<file path="config.mk">
export PLATFORM = sky130hd
export DESIGN_NAME = calendar_time_set_editor
export DESIGN_NICKNAME = d
export VERILOG_FILES = /design/src/hw/rtl/cte_pkg.sv /design/src/hw/rtl/calendar_time_set_editor.sv /design/src/hw/rtl/cte_edit.sv
export SDC_FILE = /design/constraint.sdc
export NUM_CORES = 1
export LEC_CHECK = 0
export BUFFER_PORTS_ARGS = -buffer_cell sky130_fd_sc_hd__buf_2
export CORE_UTILIZATION = 45
export CTS_CLUSTER_DIAMETER = 200
export CTS_CLUSTER_SIZE = 12
export DETAILED_ROUTE_END_ITERATION = 10
export GPL_ROUTABILITY_DRIVEN = 1
export PLACE_DENSITY = 0.75
export SYNTH_ARGS = -nofsm -noshare
export SYNTH_HDL_FRONTEND = slang
export SYNTH_HIERARCHICAL = 1
export SYNTH_SLANG_ARGS = --single-unit
export TNS_END_PERCENT = 10
</file>
<file path="constraint.sdc">
create_clock -name clock -period 4.9 [get_ports clock]
set_input_delay 0.735 -clock clock [delete_from_list [all_inputs] [get_ports clock]]
set_output_delay 0.735 -clock clock [all_outputs]
set_load 0.03 [all_outputs]
</file>
<file path="src/hw/rtl/cte_pkg.sv">
`timescale 1ns / 1ps

package cte_pkg;

   // request function codes
   typedef enum logic [2:0] {
      FUNC_TICK   = 3'd0,
      FUNC_MODE   = 3'd1,
      FUNC_SELECT = 3'd2,
      FUNC_UP     = 3'd3,
      FUNC_DOWN   = 3'd4,
      FUNC_SAMPLE = 3'd5
   } func_type;

   // edited field indexes
   localparam logic [2:0] FIELD_YEAR   = 3'd0;
   localparam logic [2:0] FIELD_MONTH  = 3'd1;
   localparam logic [2:0] FIELD_DAY    = 3'd2;
   localparam logic [2:0] FIELD_HOUR   = 3'd3;
   localparam logic [2:0] FIELD_MINUTE = 3'd4;
   localparam logic [2:0] FIELD_SECOND = 3'd5;

   localparam logic [15:0] BLINK_PERIOD_RESET = 16'd500;

   // the six calendar fields at their port widths
   typedef struct packed {
      logic [6:0] year;
      logic [3:0] month;
      logic [4:0] day;
      logic [4:0] hour;
      logic [5:0] minute;
      logic [5:0] second;
   } time_type;

endpackage

</file>
<file path="src/hw/rtl/calendar_time_set_editor.sv">
`timescale 1ns / 1ps

// Calendar time set editor.
// Request channel (req_valid/req_stall): one function code per request plus
// an RTC reading that only a sample request uses. Response channel
// (rsp_valid/rsp_stall): one response per request with mode, edited field,
// blank flag, the six calendar fields and the write-back flag.
// A taken request sits in the input register; the state update and the
// response register load happen together when it advances, which waits
// while the response register holds a stalled response.
// One request per cycle is taken when the response side keeps up; the input
// register and the response register each hold one request, and the edit
// logic between them is combinational.
// When rsp_stall is high the response holds and req_stall rises once the
// input register is full. csr_ready is always high; the user must write the
// blink period only while the block is idle; the block does not enforce it.
// Synchronous reset clears both registers' valid flags, the fields, mode,
// selection, blink phase and tick count, and sets the blink period to 500.

module calendar_time_set_editor (
   input  logic        clock,
   input  logic        reset,
   input  logic        req_valid,
   output logic        req_stall,
   input  logic [2:0]  req_func,
   input  logic [6:0]  req_sample_year,
   input  logic [3:0]  req_sample_month,
   input  logic [4:0]  req_sample_day,
   input  logic [4:0]  req_sample_hour,
   input  logic [5:0]  req_sample_minute,
   input  logic [5:0]  req_sample_second,
   output logic        rsp_valid,
   input  logic        rsp_stall,
   output logic        rsp_set_mode,
   output logic [2:0]  rsp_selected_field,
   output logic        rsp_blank_selected,
   output logic [6:0]  rsp_out_year,
   output logic [3:0]  rsp_out_month,
   output logic [4:0]  rsp_out_day,
   output logic [4:0]  rsp_out_hour,
   output logic [5:0]  rsp_out_minute,
   output logic [5:0]  rsp_out_second,
   output logic        rsp_write_rtc,
   input  logic        csr_valid,
   output logic        csr_ready,
   input  logic [15:0] csr_blink_period_ticks
);

   logic              req_valid_ff;
   logic [2:0]        req_func_ff;
   cte_pkg::time_type sample_ff;

   cte_pkg::time_type fields_ff, fields_in;
   logic              mode_ff, mode_in;
   logic [2:0]        sel_ff, sel_in;
   logic              phase_ff, phase_in;
   logic [15:0]       tick_ff, tick_in;
   logic [15:0]       period_ff;

   logic              rsp_valid_ff;
   logic              rsp_write_ff, rsp_write_in;
   cte_pkg::time_type rsp_fields_ff;
   logic              rsp_mode_ff;
   logic [2:0]        rsp_sel_ff;
   logic              rsp_blank_ff;

   logic              req_take;
   logic              out_free;
   logic              advance;
   logic [15:0]       tick_inc;
   cte_pkg::time_type fields_edit;

   // handshake control
   assign out_free  = !rsp_valid_ff || !rsp_stall;
   assign advance   = req_valid_ff && out_free;
   assign req_stall = req_valid_ff && !out_free;
   assign req_take  = req_valid && !req_stall;
   assign csr_ready = 1'b1;

   cte_edit u_edit (
      .fields_cur (fields_ff),
      .sel        (sel_ff),
      .down       (req_func_ff == cte_pkg::FUNC_DOWN),
      .fields_new (fields_edit)
   );

   assign tick_inc = tick_ff + 16'd1;

   // next state for the request in the input register
   always_comb begin
      fields_in    = fields_ff;
      mode_in      = mode_ff;
      sel_in       = sel_ff;
      phase_in     = phase_ff;
      tick_in      = tick_ff;
      rsp_write_in = 1'b0;
      case (req_func_ff)
         cte_pkg::FUNC_TICK: begin
            if (tick_inc >= period_ff) begin
               tick_in  = 16'd0;
               phase_in = !phase_ff;
            end else begin
               tick_in = tick_inc;
            end
         end
         cte_pkg::FUNC_MODE: begin
            mode_in      = !mode_ff;
            rsp_write_in = mode_ff;
         end
         cte_pkg::FUNC_SELECT: begin
            if (mode_ff) begin
               sel_in = (sel_ff == cte_pkg::FIELD_SECOND) ? cte_pkg::FIELD_YEAR
                                                          : sel_ff + 3'd1;
            end
         end
         cte_pkg::FUNC_UP,
         cte_pkg::FUNC_DOWN: begin
            if (mode_ff) begin
               fields_in = fields_edit;
            end
         end
         cte_pkg::FUNC_SAMPLE: begin
            if (!mode_ff) begin
               fields_in = sample_ff;
            end
         end
         default: begin
         end
      endcase
   end

   // input register
   always_ff @(posedge clock) begin
      if (reset) begin
         req_valid_ff <= 1'b0;
      end else if (req_take) begin
         req_valid_ff <= 1'b1;
      end else if (advance) begin
         req_valid_ff <= 1'b0;
      end
      if (req_take) begin
         req_func_ff      <= req_func;
         sample_ff.year   <= req_sample_year;
         sample_ff.month  <= req_sample_month;
         sample_ff.day    <= req_sample_day;
         sample_ff.hour   <= req_sample_hour;
         sample_ff.minute <= req_sample_minute;
         sample_ff.second <= req_sample_second;
      end
   end

   // editor state and blink period
   always_ff @(posedge clock) begin
      if (reset) begin
         fields_ff <= '0;
         mode_ff   <= 1'b0;
         sel_ff    <= cte_pkg::FIELD_YEAR;
         phase_ff  <= 1'b0;
         tick_ff   <= 16'd0;
         period_ff <= cte_pkg::BLINK_PERIOD_RESET;
      end else begin
         if (advance) begin
            fields_ff <= fields_in;
            mode_ff   <= mode_in;
            sel_ff    <= sel_in;
            phase_ff  <= phase_in;
            tick_ff   <= tick_in;
         end
         if (csr_valid && csr_ready) begin
            period_ff <= csr_blink_period_ticks;
         end
      end
   end

   // response register
   always_ff @(posedge clock) begin
      if (reset) begin
         rsp_valid_ff <= 1'b0;
      end else if (advance) begin
         rsp_valid_ff <= 1'b1;
      end else if (!rsp_stall) begin
         rsp_valid_ff <= 1'b0;
      end
      if (advance) begin
         rsp_fields_ff <= fields_in;
         rsp_mode_ff   <= mode_in;
         rsp_sel_ff    <= sel_in;
         rsp_blank_ff  <= mode_in && phase_in;
         rsp_write_ff  <= rsp_write_in;
      end
   end

   assign rsp_valid          = rsp_valid_ff;
   assign rsp_set_mode       = rsp_mode_ff;
   assign rsp_selected_field = rsp_sel_ff;
   assign rsp_blank_selected = rsp_blank_ff;
   assign rsp_out_year       = rsp_fields_ff.year;
   assign rsp_out_month      = rsp_fields_ff.month;
   assign rsp_out_day        = rsp_fields_ff.day;
   assign rsp_out_hour       = rsp_fields_ff.hour;
   assign rsp_out_minute     = rsp_fields_ff.minute;
   assign rsp_out_second     = rsp_fields_ff.second;
   assign rsp_write_rtc      = rsp_write_ff;

endmodule

</file>
<file path="src/hw/rtl/cte_edit.sv">
`timescale 1ns / 1ps

module cte_edit (
   input  cte_pkg::time_type fields_cur,
   input  logic [2:0]        sel,
   input  logic              down,
   output cte_pkg::time_type fields_new
);

   logic signed [8:0] delta;
   logic signed [8:0] v_year;
   logic signed [8:0] v_month;
   logic signed [8:0] v_day;
   logic signed [8:0] v_hour;
   logic signed [8:0] v_minute;
   logic signed [8:0] v_second;
   logic [6:0]        w_year;
   logic [6:0]        w_month;
   logic [6:0]        w_day;
   logic [6:0]        w_hour;
   logic [6:0]        w_minute;
   logic [6:0]        w_second;
   logic [4:0]        day_max;

   // below the range gives the top, above gives the bottom
   function automatic logic [6:0] wrap_val(input logic signed [8:0] v,
                                           input logic signed [8:0] lo,
                                           input logic signed [8:0] hi);
      logic [6:0] r;
      if (v < lo) begin
         r = hi[6:0];
      end else if (v > hi) begin
         r = lo[6:0];
      end else begin
         r = v[6:0];
      end
      return r;
   endfunction

   function automatic logic [4:0] days_in_month(input logic [3:0] month,
                                                input logic [1:0] year_lsb);
      logic [4:0] d;
      case (month)
         4'd2:    d = (year_lsb == 2'd0) ? 5'd29 : 5'd28;
         4'd4,
         4'd6,
         4'd9,
         4'd11:   d = 5'd30;
         default: d = 5'd31;
      endcase
      return d;
   endfunction

   assign delta = down ? -9'sd1 : 9'sd1;

   // step the selected field by one
   assign v_year   = $signed({2'b00, fields_cur.year})
                     + ((sel == cte_pkg::FIELD_YEAR) ? delta : 9'sd0);
   assign v_month  = $signed({5'b00000, fields_cur.month})
                     + ((sel == cte_pkg::FIELD_MONTH) ? delta : 9'sd0);
   assign v_day    = $signed({4'b0000, fields_cur.day})
                     + ((sel == cte_pkg::FIELD_DAY) ? delta : 9'sd0);
   assign v_hour   = $signed({4'b0000, fields_cur.hour})
                     + ((sel == cte_pkg::FIELD_HOUR) ? delta : 9'sd0);
   assign v_minute = $signed({3'b000, fields_cur.minute})
                     + ((sel == cte_pkg::FIELD_MINUTE) ? delta : 9'sd0);
   assign v_second = $signed({3'b000, fields_cur.second})
                     + ((sel == cte_pkg::FIELD_SECOND) ? delta : 9'sd0);

   // wrap every field, day limit after month and year
   assign w_year   = wrap_val(v_year, 9'sd0, 9'sd99);
   assign w_month  = wrap_val(v_month, 9'sd1, 9'sd12);
   assign day_max  = days_in_month(w_month[3:0], w_year[1:0]);
   assign w_day    = wrap_val(v_day, 9'sd1, $signed({4'b0000, day_max}));
   assign w_hour   = wrap_val(v_hour, 9'sd0, 9'sd23);
   assign w_minute = wrap_val(v_minute, 9'sd0, 9'sd59);
   assign w_second = wrap_val(v_second, 9'sd0, 9'sd59);

   assign fields_new.year   = w_year;
   assign fields_new.month  = w_month[3:0];
   assign fields_new.day    = w_day[4:0];
   assign fields_new.hour   = w_hour[4:0];
   assign fields_new.minute = w_minute[5:0];
   assign fields_new.second = w_second[5:0];

endmodule

</file>
Yosys cells after proc, flatten, opt, wreduce, memory -nomap -nowiden. Index checks and enable logic that the tools add are counted.

Output and inout bits: 42. Input bits: 57. Bits in registers: 147.

Order comparisons: 13. Add/sub/neg operators: 8. Muxes and demuxes: 35. Eq/ne operators: 16. Reduce and logical (&&, ||, !) cells: 18.

Operators with widths (count): $mux W33 (2); $pmux W33 S2 (1); $mux W9 (7); $lt A9 B1 Y1 const B (4); $mux W6 (4); $mux W5 (4); $add A6 B9 Y9 (2); $add A7 B9 Y9 (2); $gt A9 B7 Y1 const B (2); $lt A9 B2 Y1 const B (2); $add A16 B1 Y16 const B (1); $ge A16 B16 Y1 (1); $mux W16 (1); $mux W7 (2); $eq A3 B2 Y1 const B (4); $eq A3 B3 Y1 const B (4); $pmux W5 S2 (1); $add A5 B9 Y9 (1); $add A8 B9 Y9 (1); $gt A9 B5 Y1 const B (1); $gt A9 B6 Y1 (1); $gt A9 B6 Y1 const B (1); $gt A9 B8 Y1 const B (1); $mux W3 (3); 17 further kinds (37).

Depth between registers and ports, before layout.
Depth after elaboration: 15. Mapped depth: 24.

By module. The synthesis kept the hierarchy.

By module, submodules not included: calendar_time_set_editor (area an instance 6658.9 um2, times used 1, cells each 632); cte_edit (area an instance 2338.5 um2, times used 1, cells each 322).

Least setup slack after synthesis. OpenSTA, ideal clock, no wires.

Path type: register to register. From: register req_func_ff[0]. To: register fields_ff[17] (netlist name). Data arrival time: 4.875 ns. Stages on the path, launching flop included: 20. Path slack: -0.092 ns. Buffers on the path: 1. Path through: edfxtp_1 buf_2 nor3b_2 and2b_1 nor3b_2 ha_1 a211oi_1 nor2_1 o22ai_1 xnor2_1 a21oi_1 o31a_1 ha_1 a2111oi_0 or4b_1 nand2b_1 mux2_2 nand2_1 a31oi_1 a22o_1.

RTL lines: start, declared (line calendar_time_set_editor.sv:50) `logic [2:0] req_func_ff;`; start signal, assigned (line calendar_time_set_editor.sv:142) `req_func_ff <= req_func;`; end signal, assigned (line calendar_time_set_editor.sv:163) `fields_ff <= fields_in;`; end, declared (line calendar_time_set_editor.sv:53) `cte_pkg::time_type fields_ff, fields_in;`.

==> results_dict.tcl <==
set metrics [dict create \
    seq_power_share_pct 45.4 \
    viasPerCell 5.68 \
    start_util_pct 46.1 \
    yosysWarnings 6 \
    period_share_pct 95.9 \
    globalRouteTotalUtil_pct 21.4 \
    clkPwrFrac_pct 43.2 \
    path_class "flop to flop" \
    stdcell_count 1324 \
    p_switching_uw 788 \
    worst-path-max-fanout 7 \
    peakVddDrop_mv 0.240 \
    antennaDiodeCount 0 \
    drt-total-wl_mm 21.4 \
    worstSetupStartpointType "flop" \
    cp_cell_sequence "nor3b_4 > and2b_1 > nor3b_4 > buf_6 > ha_2 > and3_1 > a22o_1 > nor2_1 > xor2_2 > nor3_2 > o31a_1 > ha_1 > a2111oi_0 > or4b_1 > nand2b_1 > mux2_2 > nand2_1 > a31oi_1 > a22o_1" \
    coreArea_sq_um 19500 \
    power.internal_uw 2280 \
    synth.top_cells.by_count "110 x nand2_1, 75 x edfxtp_1, 72 x dfxtp_1" \
    die_y_um 143 \
    ys_ff_latch 147 \
    crit_buf_inv 1 \
    clk_latency_ps 440 \
    dr.pass1.iters 5 \
    ys.flop_type "edfxtp_1" \
    vias 7515 \
    grt_max_degree 48 \
    combPwrFrac_pct 11.4 \
    reg2reg_depth 19 \
    grt_pass1_vias 6990 \
    placed_area_sq_um 9730 \
    cts_inserted_buffers 17 \
    h-tree-depth 4 \
    min_path_cells 1 \
    post-place-cells 1287 \
    r2r_start "req_func_ff[1]" \
    fmax_mhz 213 \
    cp-startpoint "req_func_ff[1]" \
    synthesis.nets 1073 \
    seq_area_frac_synth_pct 41.1 \
    rr_endpoint "fields_ff[17]" \
    worstHoldPathType "primary input to flop" \
    crit_path_max_incr_delay_ps 520 \
    post-dp-hpwl_mm 14.5 \
    critPathSlowestCell "or4b_1" \
    io_pins 99 \
    drt_iter0_markers 479 \
    cp.depth 19 \
    synth_area_leaders "edfxtp_1 25%, dfxtp_1 16%, ha_1 7.8%" \
    synthCells 954 \
    holdBufCountCts 0 \
    async_reset_ff_share_pct 0 \
    layout_setup_ws_ps 200 \
    endpoint "fields_ff[17]" \
    run_status "finished clean" \
    slew_viol_final 0 \
    cts.sinks 147 \
    critPathTopFamily "simple AND/OR/NAND/NOR gates" \
    finish.net_count 1166 \
    drc 0 \
    grt_pass1_wl_mm 34.3 \
    slew_headroom_pct 30.1 \
    hold_violations 0 \
    cts-root-buf "clkbuf_16" \
    port_buffers 97 \
    gp_congestion 0.913 \
    rows 51 \
    ys_types 78 \
    fin_hold_ws_ps 472 \
    cp-end-kind "flop" \
    antenna_found_initial 1 \
    die_w_um 143 \
    ant_nets 0 \
    p_sw_share_pct 25.7 \
    clk_pin_slew_ps 60 \
    setup_viol 0 \
    dieArea_sq_um 20600 \
    area_delta_synth_final_pct 15.9 \
    required_ps 5230 \
    synth_edf_count 75 \
    clock_path_buffers 2 \
    syn_avg_cell_area_sq_um 9.43 \
    period_minus_slack_ps 4700 \
    final_layout_size_suffix_gt1_share_pct 18.3 \
    wl_per_cell_um 16.1 \
    tritoncts "yes" \
    syn_area_sq_um 9000 \
    yosys.area.top_type "edfxtp_1" \
    synth_most_common_cell "nand2_1" \
    grt_overflow 0 \
    leakage_uw 0.00437 \
    pre_cts_slack_ps 42.8 \
    netlist.area_leader.share_pct 25.0 \
    drv_cap 0 \
    post-route-cell-area_sq_um 10400 \
    r2r_slack_ps 200 \
    tightest_slew_ps 1050 \
    arrival_ps 5030 \
    powerDensity_nw_per_um2 294 \
    fin_skew_ps 9.95 \
]
-- final cells by class --
cell class | instances | area, sq um
clock buffers | 18 | 429
multi-input cells | 701 | 4900
fillers | 1754 | 9100
inverters | 53 | 201
flip-flops and latches | 147 | 3690
repair buffers | 127 | 714
well taps | 265 | 332
clock inverters | 13 | 160
-- routing by layer --
metal | GRT usage [%] | share of wire, %
met1 | 26.5 | 44
met2 | 35.2 | 47
met3 | 5.16 | 6.0
met4 | 9.63 | 2.7
met5 | 0 | 0.052
-- sequential cells by signal, indices dropped and copies added, names as in the netlist, 5 cells and up --
name	flops
sample_ff	33
rsp_out_year	7
rsp_out_second	6
fields_ff	33
rsp_out_hour	5
rsp_out_minute	6
rsp_out_day	5
period_ff	16
tick_ff	16
-- layout by cell type (no fill, tap or decap), types with 13 or more instances in the layout --
cell / Yosys / routed
ha_1: 56 / 54
a21oi_1: 35 / 35
mux2i_1: 13 / 13
a22o_1: 34 / 34
o21ai_0: 46 / 45
nand2_1: 110 / 110
a31oi_1: 42 / 42
nand3_1: 32 / 32
edfxtp_1: 75 / 75
dfxtp_1: 72 / 71
xor2_1: 17 / 16
and2_1: 28 / 28
xnor2_1: 23 / 22
buf_4: 8 / 29
clkbuf_16: 0 / 17
nor3_1: 22 / 21
a211oi_1: 31 / 30
a21o_1: 13 / 13
nand3b_1: 13 / 13
inv_1: 51 / 51
nor2_1: 51 / 49
buf_2: 13 / 97
-- repair_timing --
item	4_1_cts	5_1_grt
gates resized for setup	0	14
buffers inserted	0	6
setup endpoints to repair	0	10
-- power by group through the flow --
stage	Clock (uW)	Combinational (uW)	Sequential, uW
floorplan	0	219	1440
global placement	0	335	1420
detailed placement	0	342	1420
CTS	1340	345	1390
global route	1390	388	1400
finish	1320	351	1390
-- worst min path at each step --
stage / startpoint / endpoint / slack [ps]
after CTS: req_sample_hour[0] / sample_ff[12] / 460
after floorplan: req_valid_ff / rsp_valid / 450
after detailed placement: period_ff[8] / period_ff[8] / 480
final: req_sample_hour[0] / sample_ff[12] / 470
after global placement: tick_ff[1] / tick_ff[1] / 470
after global routing: req_sample_hour[0] / sample_ff[12] / 460
-- logic make-up (layout without fill, tap and decap cells) --
group | Yosys count | in the layout | share of synthesized area [%]
simple gates | 332 | 332 | 19.5
flops | 147 | 147 | 41.1
other cells | 1 | 1 | 0.0417
compound gates | 249 | 249 | 18.7
xor+xnor | 41 | 41 | 4.07
mux | 15 | 15 | 1.70
fa+ha+maj | 63 | 63 | 9.23
buf+inv | 106 | 211 | 5.65
-- per-stage QoR --
stage	utilization [%]	total power, uW	setup TNS (ps)
after floorplan	-	1660	0
after detailed placement	49.8	1760	0
after CTS	52.9	3080	0
after global routing	53.4	3180	-61.4
after global placement	49.8	1750	0
final	53.4	3070	0
No activity file was read; power rests on OpenSTA's default activity.
